### src/hw/rtl/tlf_pkg.sv
`default_nettype none
package tlf_pkg;

	localparam int COUNT_WIDTH = 16;
	localparam int FRAC_BITS   = 16;
	localparam int NUM_LETTERS = 26;
	localparam int IDX_W       = $clog2(NUM_LETTERS);
	localparam int FREQ_W      = 16;
	localparam int STEP_W      = $clog2(FRAC_BITS + 2);

	localparam logic [7:0] CH_NL    = 8'd10;
	localparam logic [7:0] CH_SPACE = 8'd32;
	localparam logic [7:0] CH_HASH  = 8'd35;
	localparam logic [7:0] CH_AT    = 8'd64;
	localparam logic [7:0] CH_UA    = 8'd65;
	localparam logic [7:0] CH_UZ    = 8'd90;
	localparam logic [7:0] CH_A     = 8'd97;
	localparam logic [7:0] CH_Z     = 8'd122;
	localparam logic [7:0] CH_H     = 8'd104;
	localparam logic [7:0] CH_T     = 8'd116;
	localparam logic [7:0] CH_P     = 8'd112;
	localparam logic [7:0] CASE_OFS = 8'd32;

	localparam logic [IDX_W-1:0] IDX_H    = IDX_W'(CH_H - CH_A);
	localparam logic [IDX_W-1:0] IDX_T    = IDX_W'(CH_T - CH_A);
	localparam logic [IDX_W-1:0] IDX_LAST = IDX_W'(NUM_LETTERS - 1);

	typedef enum logic [2:0] {
		MODE_NORMAL = 3'd0,
		MODE_SKIP   = 3'd1,
		MODE_H      = 3'd2,
		MODE_HT     = 3'd3,
		MODE_HTT    = 3'd4
	} filter_mode_t;

	typedef enum logic [2:0] {
		ST_IDLE,
		ST_ROUTE,
		ST_BUMP_RD,
		ST_BUMP_WR,
		ST_DIV_RD,
		ST_DIV_LOAD,
		ST_DIV_STEP,
		ST_DIV_PUT
	} seq_state_t;

endpackage
`default_nettype wire

### src/hw/rtl/tweet_letter_frequency_top.sv
`default_nettype none
// Letter frequency histogram over lines of text.
// Input stream s_*: one text byte per item in s_tdata; s_tuser flags start of
// text, which clears the counts and any pending skip or URL match first.
// Hashtags, mentions and http runs are dropped; letters are case folded.
// Output stream m_*: at every newline 26 items, letter a first, each with the
// letter's share of the line's counted symbols as a 0.16 fraction; m_tlast
// marks letter z.
// Each byte is accepted and then dispatched; each counter bump adds a read,
// a write and a re-dispatch of the count memory (up to four bumps after a
// failed URL match). A newline then runs the shared restoring divider, one
// quotient bit a cycle; for each letter it reads the count, loads, steps and
// puts the result. s_tready is low meanwhile.
// A result waits in the output register while m_tready is low; the divider
// finishes the next letter and then holds until the register frees.
// Reset clears mode, total and the per-entry valid bits of the count memory
// at once; no clearing pass is needed.
module tweet_letter_frequency_top (
	input  wire logic                        clk,
	input  wire logic                        arst_n,
	input  wire logic                        s_tvalid,
	output logic                             s_tready,
	input  wire logic [7:0]                  s_tdata,  // [7:0] text_byte
	input  wire logic [0:0]                  s_tuser,  // [0] start_of_text
	output logic                             m_tvalid,
	input  wire logic                        m_tready,
	output logic [tlf_pkg::FREQ_W-1:0]       m_tdata,  // [15:0] frequency
	output logic [tlf_pkg::IDX_W-1:0]        m_tuser,  // [4:0] letter_index
	output logic                             m_tlast   // last_of_line
);
	import tlf_pkg::*;

	localparam logic [COUNT_WIDTH-1:0] CNT_MAX = '1;

	seq_state_t state_q, state_d;
	filter_mode_t mode_q;

	logic [COUNT_WIDTH-1:0] mem [NUM_LETTERS];
	logic [COUNT_WIDTH-1:0] rdata_q;
	logic [IDX_W-1:0]       rd_idx_q;
	logic [NUM_LETTERS-1:0] valid_q;
	logic [COUNT_WIDTH-1:0] total_q;

	logic             h_pend_q;
	logic [1:0]       t_cnt_q;
	logic             let_pend_q;
	logic [IDX_W-1:0] let_idx_q;
	logic             emit_q;

	logic [IDX_W-1:0]    k_q;
	logic [STEP_W-1:0]   step_q;
	logic [COUNT_WIDTH:0] rem_q;
	logic [FRAC_BITS:0]  quo_q;

	logic                out_vld_q;
	logic [FREQ_W-1:0]   out_freq_q;
	logic [IDX_W-1:0]    out_idx_q;

	// accept-time decode
	logic             accept;
	filter_mode_t     eff_mode, dec_mode;
	logic [7:0]       b, low_b;
	logic             dec_h, dec_let, dec_emit;
	logic [1:0]       dec_t;
	logic             n_skip, n_isl, n_ish;
	filter_mode_t     n_mode;

	assign accept = s_tvalid && s_tready;
	assign b      = s_tdata;

	always_comb begin
		eff_mode = s_tuser[0] ? MODE_NORMAL : mode_q;
		low_b    = (b >= CH_UA && b <= CH_UZ) ? b + CASE_OFS : b;
		n_skip   = (b == CH_HASH) || (b == CH_AT);
		n_isl    = (low_b >= CH_A) && (low_b <= CH_Z);
		n_ish    = (low_b == CH_H);
		n_mode   = n_skip ? MODE_SKIP : (n_ish ? MODE_H : MODE_NORMAL);
		dec_h    = 1'b0;
		dec_t    = 2'd0;
		dec_let  = n_isl && !n_ish;
		dec_emit = (b == CH_NL);
		dec_mode = n_mode;
		case (eff_mode)
			MODE_SKIP: begin
				dec_let  = 1'b0;
				dec_mode = (b == CH_SPACE || b == CH_NL) ? MODE_NORMAL : MODE_SKIP;
			end
			MODE_H: begin
				if (b == CH_T) begin
					dec_let  = 1'b0;
					dec_emit = 1'b0;
					dec_mode = MODE_HT;
				end else begin
					dec_h = 1'b1;
				end
			end
			MODE_HT: begin
				if (b == CH_T) begin
					dec_let  = 1'b0;
					dec_emit = 1'b0;
					dec_mode = MODE_HTT;
				end else begin
					dec_h = 1'b1;
					dec_t = 2'd1;
				end
			end
			MODE_HTT: begin
				if (b == CH_P) begin
					dec_let  = 1'b0;
					dec_emit = 1'b0;
					dec_mode = MODE_SKIP;
				end else begin
					dec_h = 1'b1;
					dec_t = 2'd2;
				end
			end
			default: begin
			end
		endcase
	end

	// bump order: pending h, then t's, then the current letter
	logic             any_pend;
	logic [IDX_W-1:0] bump_idx;
	assign any_pend = h_pend_q || (t_cnt_q != 2'd0) || let_pend_q;
	always_comb begin
		if (h_pend_q) begin
			bump_idx = IDX_H;
		end else if (t_cnt_q != 2'd0) begin
			bump_idx = IDX_T;
		end else begin
			bump_idx = let_idx_q;
		end
	end

	// shared divider step
	logic [COUNT_WIDTH:0] trial, total_x;
	logic                 ge;
	assign trial   = (step_q == '0) ? rem_q : {rem_q[COUNT_WIDTH-1:0], 1'b0};
	assign total_x = {1'b0, total_q};
	assign ge      = (trial >= total_x);

	logic [COUNT_WIDTH-1:0] cnt_in, cnt_inc, total_inc;
	assign cnt_in    = valid_q[rd_idx_q] ? rdata_q : '0;
	assign cnt_inc   = (cnt_in == CNT_MAX) ? cnt_in : cnt_in + 1'b1;
	assign total_inc = (total_q == CNT_MAX) ? total_q : total_q + 1'b1;

	logic out_free, last_k, last_step;
	assign out_free  = !out_vld_q || m_tready;
	assign last_k    = (k_q == IDX_LAST);
	assign last_step = (step_q == STEP_W'(FRAC_BITS));

	// next state
	always_comb begin
		state_d = state_q;
		case (state_q)
			ST_IDLE:     if (accept) state_d = ST_ROUTE;
			ST_ROUTE: begin
				if (any_pend)    state_d = ST_BUMP_RD;
				else if (emit_q) state_d = ST_DIV_RD;
				else             state_d = ST_IDLE;
			end
			ST_BUMP_RD:  state_d = ST_BUMP_WR;
			ST_BUMP_WR:  state_d = ST_ROUTE;
			ST_DIV_RD:   state_d = ST_DIV_LOAD;
			ST_DIV_LOAD: state_d = ST_DIV_STEP;
			ST_DIV_STEP: if (last_step) state_d = ST_DIV_PUT;
			ST_DIV_PUT: begin
				if (out_free) state_d = last_k ? ST_IDLE : ST_DIV_RD;
			end
			default:     state_d = ST_IDLE;
		endcase
	end

	// outputs of the sequencer
	logic             mem_we, total_bump, div_start, put, clear_all;
	logic [IDX_W-1:0] raddr;
	always_comb begin
		s_tready   = (state_q == ST_IDLE);
		mem_we     = (state_q == ST_BUMP_WR);
		total_bump = mem_we || (state_q == ST_ROUTE && !any_pend && emit_q);
		div_start  = (state_q == ST_ROUTE && !any_pend && emit_q);
		put        = (state_q == ST_DIV_PUT) && out_free;
		clear_all  = put && last_k;
		raddr      = (state_q == ST_DIV_RD) ? k_q : bump_idx;
	end

	// count memory
	always_ff @(posedge clk) begin
		if (mem_we) begin
			mem[rd_idx_q] <= cnt_inc;
		end
		rdata_q  <= mem[raddr];
		rd_idx_q <= raddr;
	end

	always_ff @(posedge clk or negedge arst_n) begin
		if (!arst_n) begin
			state_q    <= ST_IDLE;
			mode_q     <= MODE_NORMAL;
			valid_q    <= '0;
			total_q    <= '0;
			h_pend_q   <= 1'b0;
			t_cnt_q    <= 2'd0;
			let_pend_q <= 1'b0;
			emit_q     <= 1'b0;
			k_q        <= '0;
			step_q     <= '0;
			out_vld_q  <= 1'b0;
		end else begin
			state_q <= state_d;
			if (accept) begin
				mode_q     <= dec_mode;
				h_pend_q   <= dec_h;
				t_cnt_q    <= dec_t;
				let_pend_q <= dec_let;
				emit_q     <= dec_emit;
				if (s_tuser[0]) begin
					valid_q <= '0;
					total_q <= '0;
				end
			end
			if (mem_we) begin
				valid_q[rd_idx_q] <= 1'b1;
				if (h_pend_q)              h_pend_q   <= 1'b0;
				else if (t_cnt_q != 2'd0)  t_cnt_q    <= t_cnt_q - 2'd1;
				else                       let_pend_q <= 1'b0;
			end
			if (total_bump) total_q <= total_inc;
			if (div_start) begin
				emit_q <= 1'b0;
				k_q    <= '0;
			end
			if (state_q == ST_DIV_LOAD) step_q <= '0;
			if (state_q == ST_DIV_STEP) step_q <= step_q + 1'b1;
			if (put) begin
				k_q <= k_q + 1'b1;
			end
			if (clear_all) begin
				valid_q <= '0;
				total_q <= '0;
			end
			if (put)           out_vld_q <= 1'b1;
			else if (m_tready) out_vld_q <= 1'b0;
		end
	end

	// divider and output payload
	always_ff @(posedge clk) begin
		if (accept) begin
			let_idx_q <= IDX_W'(low_b - CH_A);
		end
		if (state_q == ST_DIV_LOAD) begin
			rem_q <= {1'b0, cnt_in};
			quo_q <= '0;
		end
		if (state_q == ST_DIV_STEP) begin
			rem_q <= ge ? trial - total_x : trial;
			quo_q <= {quo_q[FRAC_BITS-1:0], ge};
		end
		if (put) begin
			out_idx_q  <= k_q;
			out_freq_q <= quo_q[FRAC_BITS] ? '1 : FREQ_W'(quo_q[FRAC_BITS-1:0]);
		end
	end

	assign m_tvalid = out_vld_q;
	assign m_tdata  = out_freq_q;
	assign m_tuser  = out_idx_q;
	assign m_tlast  = (out_idx_q == IDX_LAST);

`ifndef SYNTHESIS
	a_idle_clean: assert property (@(posedge clk) disable iff (!arst_n)
		s_tready |-> (!h_pend_q && t_cnt_q == 2'd0 && !let_pend_q && !emit_q))
		else $error("input taken with bump work still pending");
	a_tcnt: assert property (@(posedge clk) disable iff (!arst_n)
		t_cnt_q != 2'd3)
		else $error("more than two pending t bumps");
	a_rem: assert property (@(posedge clk) disable iff (!arst_n)
		(state_q == ST_DIV_STEP && step_q != '0) |-> (rem_q < total_x))
		else $error("divider remainder not below divisor");
	a_put_hold: assert property (@(posedge clk) disable iff (!arst_n)
		(m_tvalid && !m_tready) |=> (m_tvalid && $stable(m_tuser)))
		else $error("stalled result overwritten");
`endif

endmodule
`default_nettype wire

### config.mk
export PLATFORM = sky130hd
export DESIGN_NAME = tweet_letter_frequency_top
export DESIGN_NICKNAME = d
export VERILOG_FILES = /design/src/hw/rtl/tlf_pkg.sv /design/src/hw/rtl/tweet_letter_frequency_top.sv
export SDC_FILE = /design/constraint.sdc
export NUM_CORES = 1
export LEC_CHECK = 0
export BUFFER_PORTS_ARGS = -buffer_cell sky130_fd_sc_hd__buf_4
export CORE_MARGIN = 5
export CORE_UTILIZATION = 65
export CTS_BUF_LIST = sky130_fd_sc_hd__clkbuf_16
export DETAILED_ROUTE_END_ITERATION = 10
export PLACE_DENSITY_LB_ADDON = 0.15
export SLEW_MARGIN = 0
export SYNTH_ARGS = -nofsm -noshare
export SYNTH_HDL_FRONTEND = slang
export SYNTH_SLANG_ARGS = --single-unit
### constraint.sdc
create_clock -name clk -period 11.7 [get_ports clk]
set_input_delay 1.17 -clock clk [delete_from_list [all_inputs] [get_ports clk]]
set_output_delay 1.17 -clock clk [all_outputs]
set_load 0.05 [all_outputs]
==> metrics.txt <==
Max VDD drop 0.178 mV; Most used DFF post-synth edfxtp_1; period utilisation layout 0.402; largest net degree at the start of global routing 119; Tightest Hold Check Type reg -> reg; RD Place Congestion 0.898; Tmin final 4.71 ns; ANT cells 0; DRT Pass-1 Iters 6; Buf/Inv on CP 1; crit-path max FO 26; layout cells sized above 1 0.125; dpl hpwl 33400 um; Setup Skew 0.0132 ns; CTS Root Cell clkbuf_16; Core Region 36700 sq um; wire length per cell 23.3 um; measured slew at the worst slew-check pin 1.24 ns; CTS Hold Bufs 0; Die Y-Extent 203 um; CP peak stage delay 0.78 ns; Pleak 9.21 nW; most common cell after layout, fill and taps aside edfxtp_1; status complete, no violations; htree depth 2; clk slew on worst S/H paths 0.06 ns; full die area 41200 sq um; WP data required 11.98 ns; post-CTS resize count 0; row count 70; min-delay src valid_q[20]$_DFF_PN0_; most frequent cells in the layout edfxtp_1 (476), nand2_1 (353), nor2_1 (106); Top Family by Delay on Critical Path simple AND/OR/NAND/NOR gates; Routed Antenna Nets 0; Total GRT Usage 0.282; FF-to-FF path depth 14; synthesized instance count 1951; aggregate global routing overflow 0; Via density 6.44; Nets 2028; achievable clock frequency 0.212 GHz; hold path endpoint valid_q[20]$_DFF_PN0_; share of flip-flops with an asynchronous set or reset 0.114; crit end category register; Synthesis Warnings 0; setup-violating endpoint count in the final report 0; reg2reg setup slack 6.99 ns; drt total wl 58300 um; Clk Latency, worst-skew pair 0.61 ns; clock sink total 561; Port Buffers 36; Hold Path Cell Cnt 2; Final Max Slew Viols 0; RSZ-0062 raised after global routing false; First DRT Iteration DRCs 1751; crit path launch rd_idx_q[0]$_DFF_P_; WP data arrival 4.99 ns; first-pass GRT wire length 89100 um; Fin Setup TNS 0 ns; Yosys cell types 82; vias in the first global route 15.5k; syn nets 1993; #FFs+latches synth 561; CTS Buf Count 53; drc violations 0; total power 0.00702 W; cell mode on critical path nand4_1; max cap viols 0; EDFF count, synth 476; I/O pin total 37; Starting Density 0.660; Worst R2R End mem[22][11]$_DFFE_PP_; Chip Width 203 um; CTS tree built; Seq/Total Area, Yosys 0.674; initial antenna violation count 0; Final Hold Viols 0; syn_area_per_cell 12.4 sq um; power per cell area 263 nW/um^2; clock buffer depth 3; startpoint types register; Post-CTS Setup Bufs 0; Syn Std Cell Area 24200 sq um; Critical Setup Path Class reg -> reg; r2r startpoint rd_idx_q[0]$_DFF_P_; DR vias 16.1k; area growth from synthesis to layout 10.4%; slowest CP cell dfxtp_1; crit path cell chain mux4_2 > a22oi_1 > or2_2 > and4_1 > buf_4 > nor2b_1 > ha_1 > nand2_1 > nor2_1 > nand4_1 > nor3b_1 > nand4_1 > xor2_1 > nor2_2; fillcell total 2347; Slew headroom 0.172; post-layout util 0.728
## flip-flops by register name, summed over array words and instances, names as in the netlist, 2 cells and up
register / count
step_q: 5
quo_q: 17
t_cnt_q: 2
k_q: 5
m_tuser: 5
rd_idx_q: 5
m_tdata: 16
mode_q: 3
mem: 416
rem_q: 17
state_q: 3
let_idx_q: 5
total_q: 16
valid_q: 26
rdata_q: 16
## kinds of logic (layout without fill, tap and decap cells)
group                    Yosys count  in the layout  synth area share
AO/OA/AOI/OAI                    336            336            0.0921
XOR/XNOR                          34             34            0.0123
adder cells (fa/ha/maj)           29             29            0.0153
buffers and inverters            140            220            0.0281
flip-flops                       561            561             0.674
multiplexers                      46             46            0.0216
AND/OR/NAND/NOR                  805            805             0.157
## metrics by stage
stage                     area (sq um)  worst slack, ns  instances  hold slack, ns
after global routing             26700             6.60       2499           0.548
after CTS                        26700             6.64       2498           0.525
after global placement           25000             6.83       2398           0.496
after floorplan                  24200             7.76       1951           0.423
final                            26700             6.99       2499           0.526
after detailed placement         25000             6.67       2398           0.511
## synthesized netlist by cell type (all sizes together), types with 20 or more instances
cell,n,share of area
a31oi,73,0.019
clkbuf,44,0.0068
nor2,128,0.020
mux2i,25,0.010
o211ai,22,0.0068
xor2,20,0.0072
o21ai,40,0.0084
edfxtp,476,0.59
nand2,353,0.055
dfrtp,64,0.066
buf,62,0.016
nor3,21,0.0045
a21oi,75,0.016
nand3,99,0.021
and2,69,0.018
ha,28,0.014
inv,34,0.0053
nand4,47,0.012
a211oi,49,0.015
dfxtp,21,0.017
## per-layer routing
layer	part of all wire	GRT usage	vias up
met5	0	0	-
met4	0.050	0.130	0
met3	0.087	0.0517	168
met2	0.48	0.455	773
met1	0.39	0.380	7849
li1	-	-	7304
## worst max path at each step
stage / to / slack (ns) / depth (start not counted)
final: mem[22][11]$_DFFE_PP_ / 6.99 / 14
after global routing: mem[24][11]$_DFFE_PP_ / 6.60 / 14
after CTS: mem[10][11]$_DFFE_PP_ / 6.64 / 14
after detailed placement: mem[0][7]$_DFFE_PP_ / 6.67 / 14
after global placement: mem[20][7]$_DFFE_PP_ / 6.83 / 14
after floorplan: rem_q[12]$_DFFE_PN_ / 7.76 / 14
## worst min-delay path: stages, from the launching register on
cell,delay [ns]
dfrtp_1,0.35
a21oi_1,0.06
nor2_1,0.07
## final cells by class
type / count / area, sq um / share of cell area
Tap cell: 468 / 586 / 0.0219
Timing Repair Buffer: 86 / 649 / 0.0243
Clock buffer: 53 / 1330 / 0.0496
Multi-Input combinational cell: 1250 / 7370 / 0.276
Sequential cell: 561 / 16300 / 0.611
Clock inverter: 47 / 342 / 0.0128
Inverter: 34 / 133 / 0.00496
## report_power, final
| group | switching (W) | total (W) | internal [W] |
|---|---|---|---|
| clock | 0.000729 | 0.00164 | 0.000914 |
| sequential | 0.000204 | 0.00268 | 0.00247 |
| combinational | 0.00181 | 0.00270 | 0.000892 |
| total | 0.00274 | 0.00702 | 0.00428 |
No activity file was read; power rests on OpenSTA's default activity.
